**src/design/acia_pkg.sv**
```systemverilog
// Shared types, access codes and helpers for the serial ACIA model core.
// No dependencies; imported by acia_step and serial_acia_model_core.
package acia_pkg;

  // Access codes carried in the action field
  typedef enum logic [2:0] {
    ACT_LINE_DELIVER = 3'd0,
    ACT_LINE_TAKE    = 3'd1,
    ACT_STATUS_READ  = 3'd2,
    ACT_CTRL_WRITE   = 3'd3,
    ACT_DATA_READ    = 3'd4,
    ACT_DATA_WRITE   = 3'd5,
    ACT_IRQ_POLL     = 3'd6
  } acia_action_t;

  // Control byte bit positions and the tx interrupt enable code
  localparam int unsigned CTRL_RX_IRQ_EN = 7;
  localparam int unsigned CTRL_RX_BLOCK  = 6;
  localparam logic [2:0]  CTRL_TX_IRQ_ALL = 3'b111;

  // Status byte bit positions
  localparam int unsigned STAT_RX_FULL  = 0;
  localparam int unsigned STAT_TX_EMPTY = 1;
  localparam int unsigned STAT_IRQ      = 7;

  typedef struct packed {
    logic [2:0] action;
    logic [7:0] data_in;
  } acia_in_t;

  typedef struct packed {
    logic [7:0] read_data;
    logic       irq_raised;
    logic       line_can_send;
    logic       tx_pending;
    logic       delivery_refused;
  } acia_out_t;

  typedef struct packed {
    logic       rx_full;
    logic       tx_empty;
    logic       irq_flag;
    logic [7:0] control_byte;
    logic [7:0] rx_byte;
    logic [7:0] tx_byte;
    logic       irq_in_service;
  } acia_state_t;

  // Interrupt set condition, evaluated on the updated flags and control byte
  function automatic logic irq_cond(logic rx_full, logic tx_empty, logic [7:0] ctrl);
    irq_cond = (rx_full && ctrl[CTRL_RX_IRQ_EN]) ||
               (tx_empty && (ctrl[7:5] == CTRL_TX_IRQ_ALL));
  endfunction

endpackage

```
**src/design/acia_step.sv**
```systemverilog
// Combinational access logic: next state and result for one access beat.
// Depends on acia_pkg.
module acia_step (
  input  acia_pkg::acia_state_t st,
  input  acia_pkg::acia_in_t    in_beat,
  output acia_pkg::acia_state_t st_nxt,
  output acia_pkg::acia_out_t   res
);
  import acia_pkg::*;

  logic [7:0] rd;
  logic       raised;
  logic       refused;
  logic [7:0] status_byte;

  always_comb begin
    status_byte = '0;
    status_byte[STAT_RX_FULL]  = st.rx_full;
    status_byte[STAT_TX_EMPTY] = st.tx_empty;
    status_byte[STAT_IRQ]      = st.irq_flag;
  end

  // Per-access state update
  always_comb begin
    st_nxt  = st;
    rd      = '0;
    raised  = 1'b0;
    refused = 1'b0;
    unique case (acia_action_t'(in_beat.action))
      ACT_LINE_DELIVER: begin
        if (st.control_byte[CTRL_RX_BLOCK]) begin
          refused = 1'b1;
        end else begin
          st_nxt.rx_full  = 1'b1;
          st_nxt.rx_byte  = in_beat.data_in;
          st_nxt.irq_flag = st.irq_flag | irq_cond(1'b1, st.tx_empty, st.control_byte);
        end
      end
      ACT_LINE_TAKE: begin
        st_nxt.tx_empty = 1'b1;
        st_nxt.irq_flag = st.irq_flag | irq_cond(st.rx_full, 1'b1, st.control_byte);
        rd = st.tx_byte;
      end
      ACT_STATUS_READ: begin
        rd = status_byte;
      end
      ACT_CTRL_WRITE: begin
        st_nxt.control_byte = in_beat.data_in;
        st_nxt.irq_flag = st.irq_flag | irq_cond(st.rx_full, st.tx_empty, in_beat.data_in);
      end
      ACT_DATA_READ: begin
        st_nxt.rx_full        = 1'b0;
        st_nxt.irq_flag       = 1'b0;
        st_nxt.irq_in_service = 1'b0;
        rd = st.rx_byte;
      end
      ACT_DATA_WRITE: begin
        // flag is cleared first, then re-evaluated with tx no longer empty
        st_nxt.tx_byte        = in_beat.data_in;
        st_nxt.tx_empty       = 1'b0;
        st_nxt.irq_in_service = 1'b0;
        st_nxt.irq_flag       = irq_cond(st.rx_full, 1'b0, st.control_byte);
      end
      ACT_IRQ_POLL: begin
        if (!st.irq_in_service) begin
          st_nxt.irq_in_service = st.irq_flag;
          raised = st.irq_flag;
        end
      end
      default: begin
        // unused code: no state change
      end
    endcase
  end

  // Result fields reflect the state after the access
  always_comb begin
    res.read_data        = rd;
    res.irq_raised       = raised;
    res.line_can_send    = !st_nxt.rx_full && !st_nxt.control_byte[CTRL_RX_BLOCK];
    res.tx_pending       = !st_nxt.tx_empty;
    res.delivery_refused = refused;
  end

endmodule

```
**src/design/serial_acia_model_core.sv**
```systemverilog
// Top level of the serial ACIA model: state registers, result register, handshakes.
// Depends on acia_pkg and acia_step.
//
//   channel | direction | ports                      | beat
//   --------+-----------+----------------------------+-----------------------------
//   in      | input     | in_valid, in_ready, in_data  | one access (action, data_in)
//   out     | output    | out_valid, out_ready, out_data | one result per access
//
// Flags and bytes update at the edge that accepts an access, and
// the result sits in the output register from the next cycle on.
// in_ready is high whenever the output register is empty or is being drained,
// so one access per cycle is sustained; a stalled result holds off new accesses.
// Reset (rst_n low, synchronous) restores the flag and byte reset values and
// empties the output register.
module serial_acia_model_core (
  input  logic                clk,
  input  logic                rst_n,
  input  logic                in_valid,
  output logic                in_ready,
  input  acia_pkg::acia_in_t  in_data,
  output logic                out_valid,
  input  logic                out_ready,
  output acia_pkg::acia_out_t out_data
);
  import acia_pkg::*;

  acia_state_t st_r, st_nxt;
  acia_out_t   res;
  acia_out_t   out_r;
  logic        out_valid_r;
  logic        in_fire;

  assign in_ready = !out_valid_r || out_ready;
  assign in_fire  = in_valid && in_ready;

  acia_step u_step (
    .st      (st_r),
    .in_beat (in_data),
    .st_nxt  (st_nxt),
    .res     (res)
  );

  // Adapter state
  always_ff @(posedge clk) begin
    if (!rst_n) begin
      st_r.rx_full        <= 1'b0;
      st_r.tx_empty       <= 1'b1;
      st_r.irq_flag       <= 1'b0;
      st_r.control_byte   <= '0;
      st_r.rx_byte        <= '0;
      st_r.tx_byte        <= '0;
      st_r.irq_in_service <= 1'b0;
    end else if (in_fire) begin
      st_r <= st_nxt;
    end
  end

  // Result register
  always_ff @(posedge clk) begin
    if (!rst_n) begin
      out_valid_r <= 1'b0;
    end else if (in_fire) begin
      out_valid_r <= 1'b1;
    end else if (out_ready) begin
      out_valid_r <= 1'b0;
    end
  end

  always_ff @(posedge clk) begin
    if (in_fire) begin
      out_r <= res;
    end
  end

  assign out_valid = out_valid_r;
  assign out_data  = out_r;

  // Checks
  a_ready_when_empty: assert property (@(posedge clk) disable iff (!rst_n)
    !out_valid_r |-> in_ready)
    else $error("in_ready low with empty result register");

  a_refuse_blocked: assert property (@(posedge clk) disable iff (!rst_n)
    in_fire && (in_data.action == ACT_LINE_DELIVER) && st_r.control_byte[CTRL_RX_BLOCK]
    |=> out_r.delivery_refused && $stable(st_r))
    else $error("blocked delivery not refused or changed state");

  a_raise_in_service: assert property (@(posedge clk) disable iff (!rst_n)
    out_valid_r && out_r.irq_raised |-> st_r.irq_in_service)
    else $error("interrupt raised without in-service latch");

  a_flags_track_state: assert property (@(posedge clk) disable iff (!rst_n)
    out_valid_r |-> (out_r.tx_pending == !st_r.tx_empty) &&
      (out_r.line_can_send == (!st_r.rx_full && !st_r.control_byte[CTRL_RX_BLOCK])))
    else $error("result flags disagree with held state");

endmodule
```
**config.mk**
```make
export PLATFORM = sky130hd
export DESIGN_NAME = serial_acia_model_core
export DESIGN_NICKNAME = d
export VERILOG_FILES = /design/src/design/acia_pkg.sv /design/src/design/acia_step.sv /design/src/design/serial_acia_model_core.sv
export SDC_FILE = /design/constraint.sdc
export NUM_CORES = 1
export LEC_CHECK = 0
export BUFFER_PORTS_ARGS = -buffer_cell sky130_fd_sc_hd__buf_2
export CORE_MARGIN = 5
export CORE_UTILIZATION = 50
export CTS_BUF_LIST = sky130_fd_sc_hd__clkbuf_4 sky130_fd_sc_hd__clkbuf_8
export CTS_CLUSTER_SIZE = 14
export DETAILED_ROUTE_END_ITERATION = 12
export GPL_ROUTABILITY_DRIVEN = 0
export GPL_TIMING_DRIVEN = 0
export PLACE_DENSITY = 0.7
export SLEW_MARGIN = 40
export SYNTH_ARGS = -nofsm -noshare
export SYNTH_HDL_FRONTEND = slang
export SYNTH_HIERARCHICAL = 1
export SYNTH_SLANG_ARGS = --single-unit
```
**constraint.sdc**
```tcl
create_clock -name clk -period 1.5 [get_ports clk]
set_input_delay 0 -clock clk [delete_from_list [all_inputs] [get_ports clk]]
set_output_delay 0 -clock clk [all_outputs]
set_load 0.05 [all_outputs]
```
-- Yosys cells after proc, flatten, opt, wreduce, memory -nomap -nowiden
Index checks and enable logic that the tools add are counted.
- logic and storage cells: 65
- memory bits (writable): 0
- memories: 0
- input bits: 15
- latch bits: 0
- ROM bits: 0
- register bits: 41
- muxes and demuxes: 12
- equality and inequality tests: 9
- multipliers: 0
- $add $sub $neg: 0
- reduce and logical (&&, ||, !) cells: 25
- order comparisons: 0
- shifts and indexed selects: 0
- divide/modulo/power cells: 0
- bitwise logic cells: 5
- operator list (kind ; number):
    $pmux 8 s3 ; 1
    $eq 3x3->1 const B ; 5
    $mux 7 ; 1
    $eq 3x2->1 const B ; 2
    $logic_and 1x1->1 ; 6
    $mux 1 ; 6
    $pmux 1 s2 ; 3
    $reduce_and 2->1 ; 3
    $reduce_and 3->1 ; 2
    $pmux 1 s5 ; 1
    $reduce_bool 5->1 ; 1
    $logic_not 1->1 ; 4
    $logic_or 1x1->1 ; 4
    $reduce_bool 2->1 ; 2
    $reduce_or 2->1 ; 2
    $eq 3x1->1 const B ; 1
    $logic_not 3->1 ; 1
    $or 1x1->1 ; 3
    $ne 2x2->1 const B ; 1
    $not 1->1 ; 2

-- Depth between registers and ports, before layout
- depth in word-level cells: 6
- gate-level depth with buffers: 7
- depth with buffers taken out: 5

-- Cells and area by module
Netlist, hierarchy kept.
- modules (own cells, without submodules) (module ; seq. area each (um^2) ; times used ; cells an instance ; area each (um^2)):
    serial_acia_model_core ; 940.9 ; 1 ; 138 ; 1519.0
    acia_step ; 0.0 ; 1 ; 84 ; 635.6

-- Least setup slack after synthesis
No wires, ideal clock.
- kind: register to register
- start point: register out_valid_r, in the netlist out_valid
- end point: register out_r (netlist bit out_data[0]), enable pin
- slack: -0.162 ns
- path buffers: 2
- period minus slack after synthesis: 1.662 ns
- cell stages (with the launch flop): 5
- data required time: 1.244 ns
- arrival time: 1.406 ns
- cell sequence: dfxtp_1 nand2b_4 and2_4 buf_6 buf_6
- longest elaborated chain between the ends: 3
- RTL lines (element ; line ; RTL):
    from (decl) ; serial_acia_model_core.sv:30 ; logic out_valid_r;
    from (signal assigned) ; serial_acia_model_core.sv:61 ; out_valid_r <= 1'b0;
    from (signal assigned) ; serial_acia_model_core.sv:63 ; out_valid_r <= 1'b1;
    from (signal assigned) ; serial_acia_model_core.sv:65 ; out_valid_r <= 1'b0;
    $logic_not 1->1 ; serial_acia_model_core.sv:33 ; assign in_ready = !out_valid_r || out_ready;
    $logic_or 1x1->1 ; serial_acia_model_core.sv:33 ;
    net in_ready ; serial_acia_model_core.sv:19 ; output logic in_ready,
    $logic_and 1x1->1 ; serial_acia_model_core.sv:34 ; assign in_fire = in_valid && in_ready;
    net in_fire ; serial_acia_model_core.sv:31 ; logic in_fire;
    to (signal assigned) ; serial_acia_model_core.sv:71 ; out_r <= res;
    to (decl) ; serial_acia_model_core.sv:29 ; acia_out_t out_r;
The timed path passes the listed nets, and every way through them passes these cells.
A chain may end at the register's enable or synchronous reset.

-- Final worst setup path
- start point: register st_r[23] in the netlist's numbering
- end point: register st_r[14] in the netlist's numbering
- longest elaborated chain between the ends: 2
- RTL lines (element ; line ; RTL):
    from (decl) ; serial_acia_model_core.sv:27 ; acia_state_t st_r, st_nxt;
    from (signal assigned) ; serial_acia_model_core.sv:54 ; st_r <= st_nxt;
    $not 1->1 (no source line) ; -- ;
    $reduce_and 3->1 (no source line) ; -- ;
Every way passes these cells.

==> results.py <==
metrics = {
    "layout": {
        "num-fill-cells": 325,
        "design_area_mm2": 0.002220,
        "area_growth_syn_to_layout_pct": 16.18,
        "nets": 246,
        "antenna_cells": 0,
        "drive_gt1_frac": 0.2931,
        "final_util": 0.6018,
    },
    "hold_path": {
        "hold_path_class": "input port to register",
    },
    "power_and_ir_drop": {
        "power_density_mw_per_mm2": 947.3,
        "p_sw_frac": 0.2718,
        "p_leak_nw": 0.9142,
        "clkPwrFrac": 0.337,
        "power_frac_comb": 0.157,
        "seq_power_share": 0.506,
        "ir_drop_uv": 503.5,
        "intPower_mw": 1.531,
        "power.switching_uw": 571.4,
    },
    "detailed_routing": {
        "drtIter0Drc": 98,
        "ant_nets": 0,
        "first_pass_iters": 4,
        "via_count": 1458,
        "routed_wl_um": 3929,
        "vias_per_cell": 5.207,
        "post_drt_wl_per_cell_um": 14.03,
        "drc_errors": 0,
    },
    "sta": {
        "setup_viol": 0,
        "fin_crit_sh": 0.9000,
        "fmax_ghz": 0.7407,
        "rsz0062_at_grt": "no",
        "skew_ps": 2.903,
        "relSlewSlack": 0.6245,
        "fin_crit_ps": 1350,
        "hold_viol_final": 0,
        "worst_pin_slew_ps": 561.6,
        "whs_ps": 16.20,
        "setup_slack_ps": 150.0,
        "drv_slew": 0,
    },
    "global_route": {
        "grt_overflow": 0,
        "grt_pass1_wl_um": 6361,
        "gr-usage-all-layers": 0.1594,
        "grt_max_degree": 19,
        "grt_pass1_vias": 1266,
        "antenna_found_initial": 0,
    },
    "run_status": {
        "status": "complete, no violations",
    },
    "placed_design": {
        "dpl_cell_area_mm2": 0.002097,
        "hpwlAfterDp_um": 2754,
        "placement.io_buffers": 25,
        "dp_slack_ps": -71.25,
    },
    "synthesis": {
        "avgSynthCellArea_um2": 9.698,
        "synth_area_mm2": 0.001911,
        "synthCells": 197,
        "synth_fp_nets": 212,
        "yosysWarningCount": 6,
    },
    "cts": {
        "cts.clk_slew.worst_paths_ps": 70,
        "clockBufferDepth": 2,
        "cts.sinks": 36,
        "htreeDepth": 2,
        "cts_tree": "done",
        "clock_latency_ps": 290,
        "cts_buffers": 5,
        "root_buffer": "clkbuf_8",
    },
    "critical_path": {
        "arrival_ps": 1520,
        "crit_chain": "nor4_4, buf_12, mux2_2, nand2_1, mux2i_1",
        "setup.worst_path.start_class": "register",
        "critPathSlowestCell": "dfxtp_1",
        "cp_max_fo": 8,
        "cp-end-kind": "register",
        "cp.required_ps": 1670,
        "path_class": "register to register",
        "critical_path.max_stage_delay_ps": 390,
    },
    "floorplan": {
        "rows": 22,
        "die-area_mm2": 0.005157,
        "die_x_um": 71.82,
        "io_pins": 29,
        "initial_core_util": 0.5180,
        "die_h_um": 71.82,
        "core_area_mm2": 0.003689,
    },
    "flow_run": {
        "drv_cap": 0,
    },
}
-- worst max-delay path, delay by kind of cell, from the launching register on --
| family | cells | cell delay (ps) |
|---|---|---|
| and+or+nand+nor | 2 | 280 |
| buffers and inverters | 1 | 170 |
| DFF | 1 | 390 |
| muxes | 2 | 400 |
-- path summary, 6_finish.rpt --
kind / from / end / slack (ps) / cells after the start
max: st_r[23] / st_r[14] / 150 / 5
min: out_ready / out_valid / 20 / 3
max reg2reg: st_r[23] / st_r[14] / 150 / 5
min reg2reg: st_r[3] / st_r[3] / 470 / 2
-- layout by cell type (no fill, tap or decap), types with 4 or more instances in the layout --
master / instances
nand2_1: 49
buf_2: 29
dfxtp_1: 23
mux2i_1: 22
mux2_2: 17
edfxtp_1: 12
nor2_1: 8
a22oi_1: 8
clkbuf_1: 6
clkbuf_8: 6
inv_1: 5
a21oi_1: 5
buf_6: 4
-- per-stage QoR --
stage	TNS (ps)	total power, mW	instances
after floorplan	0	1.331	197
after global placement	-529.9	1.408	270
after detailed placement	-515.1	1.410	270
after CTS	0	2.121	280
after global routing	0	2.189	280
final	0	2.103	280
-- repair_timing --
item	4_1_cts	5_1_grt
setup buffers	1	0
pin swaps	1	1
resized for setup	0	0
hold endpoints to repair	1	0
cloned	0	0
hold buffers	1	0
endpoints found under the setup margin	8	8
-- power groups by stage --
stage / clock (mW) / sequential [mW] / combinational (mW)
3_5_place_dp: 0 / 1.09 / 0.323
3_3_place_gp: 0 / 1.09 / 0.322
2_1_floorplan: 0 / 1.15 / 0.178
5_1_grt: 0.766 / 1.07 / 0.355
4_1_cts: 0.725 / 1.06 / 0.331
6_report: 0.709 / 1.06 / 0.329
-- layout make-up --
cell class	count	area (um^2)	area share
Buffer	17	110.1	0.04961
Clock buffer	6	82.58	0.03720
Clock inverter	2	10.01	0.004510
Inverter	5	18.77	0.008455
Multi-Input combinational cell	139	940.9	0.4239
Sequential cell	36	842.1	0.3794
Tap cell	48	60.06	0.02706
Timing Repair Buffer	27	155.1	0.06990
-- routing by layer --
layer  track usage  part of all wire  wire length, um  up-vias
met5             0                 0                0        -
met4       0.03758            0.0079               31        0
met3       0.05330             0.073              288        5
met2        0.2265              0.43             1694       38
met1        0.2319              0.49             1915      670
li1              -                 -                -      745
-- flip-flops by register name, summed over array words and instances, names as in the netlist --
name and count:
out_valid 1, out_data 12, st_r 23
Power figures use the tool's default switching activity.
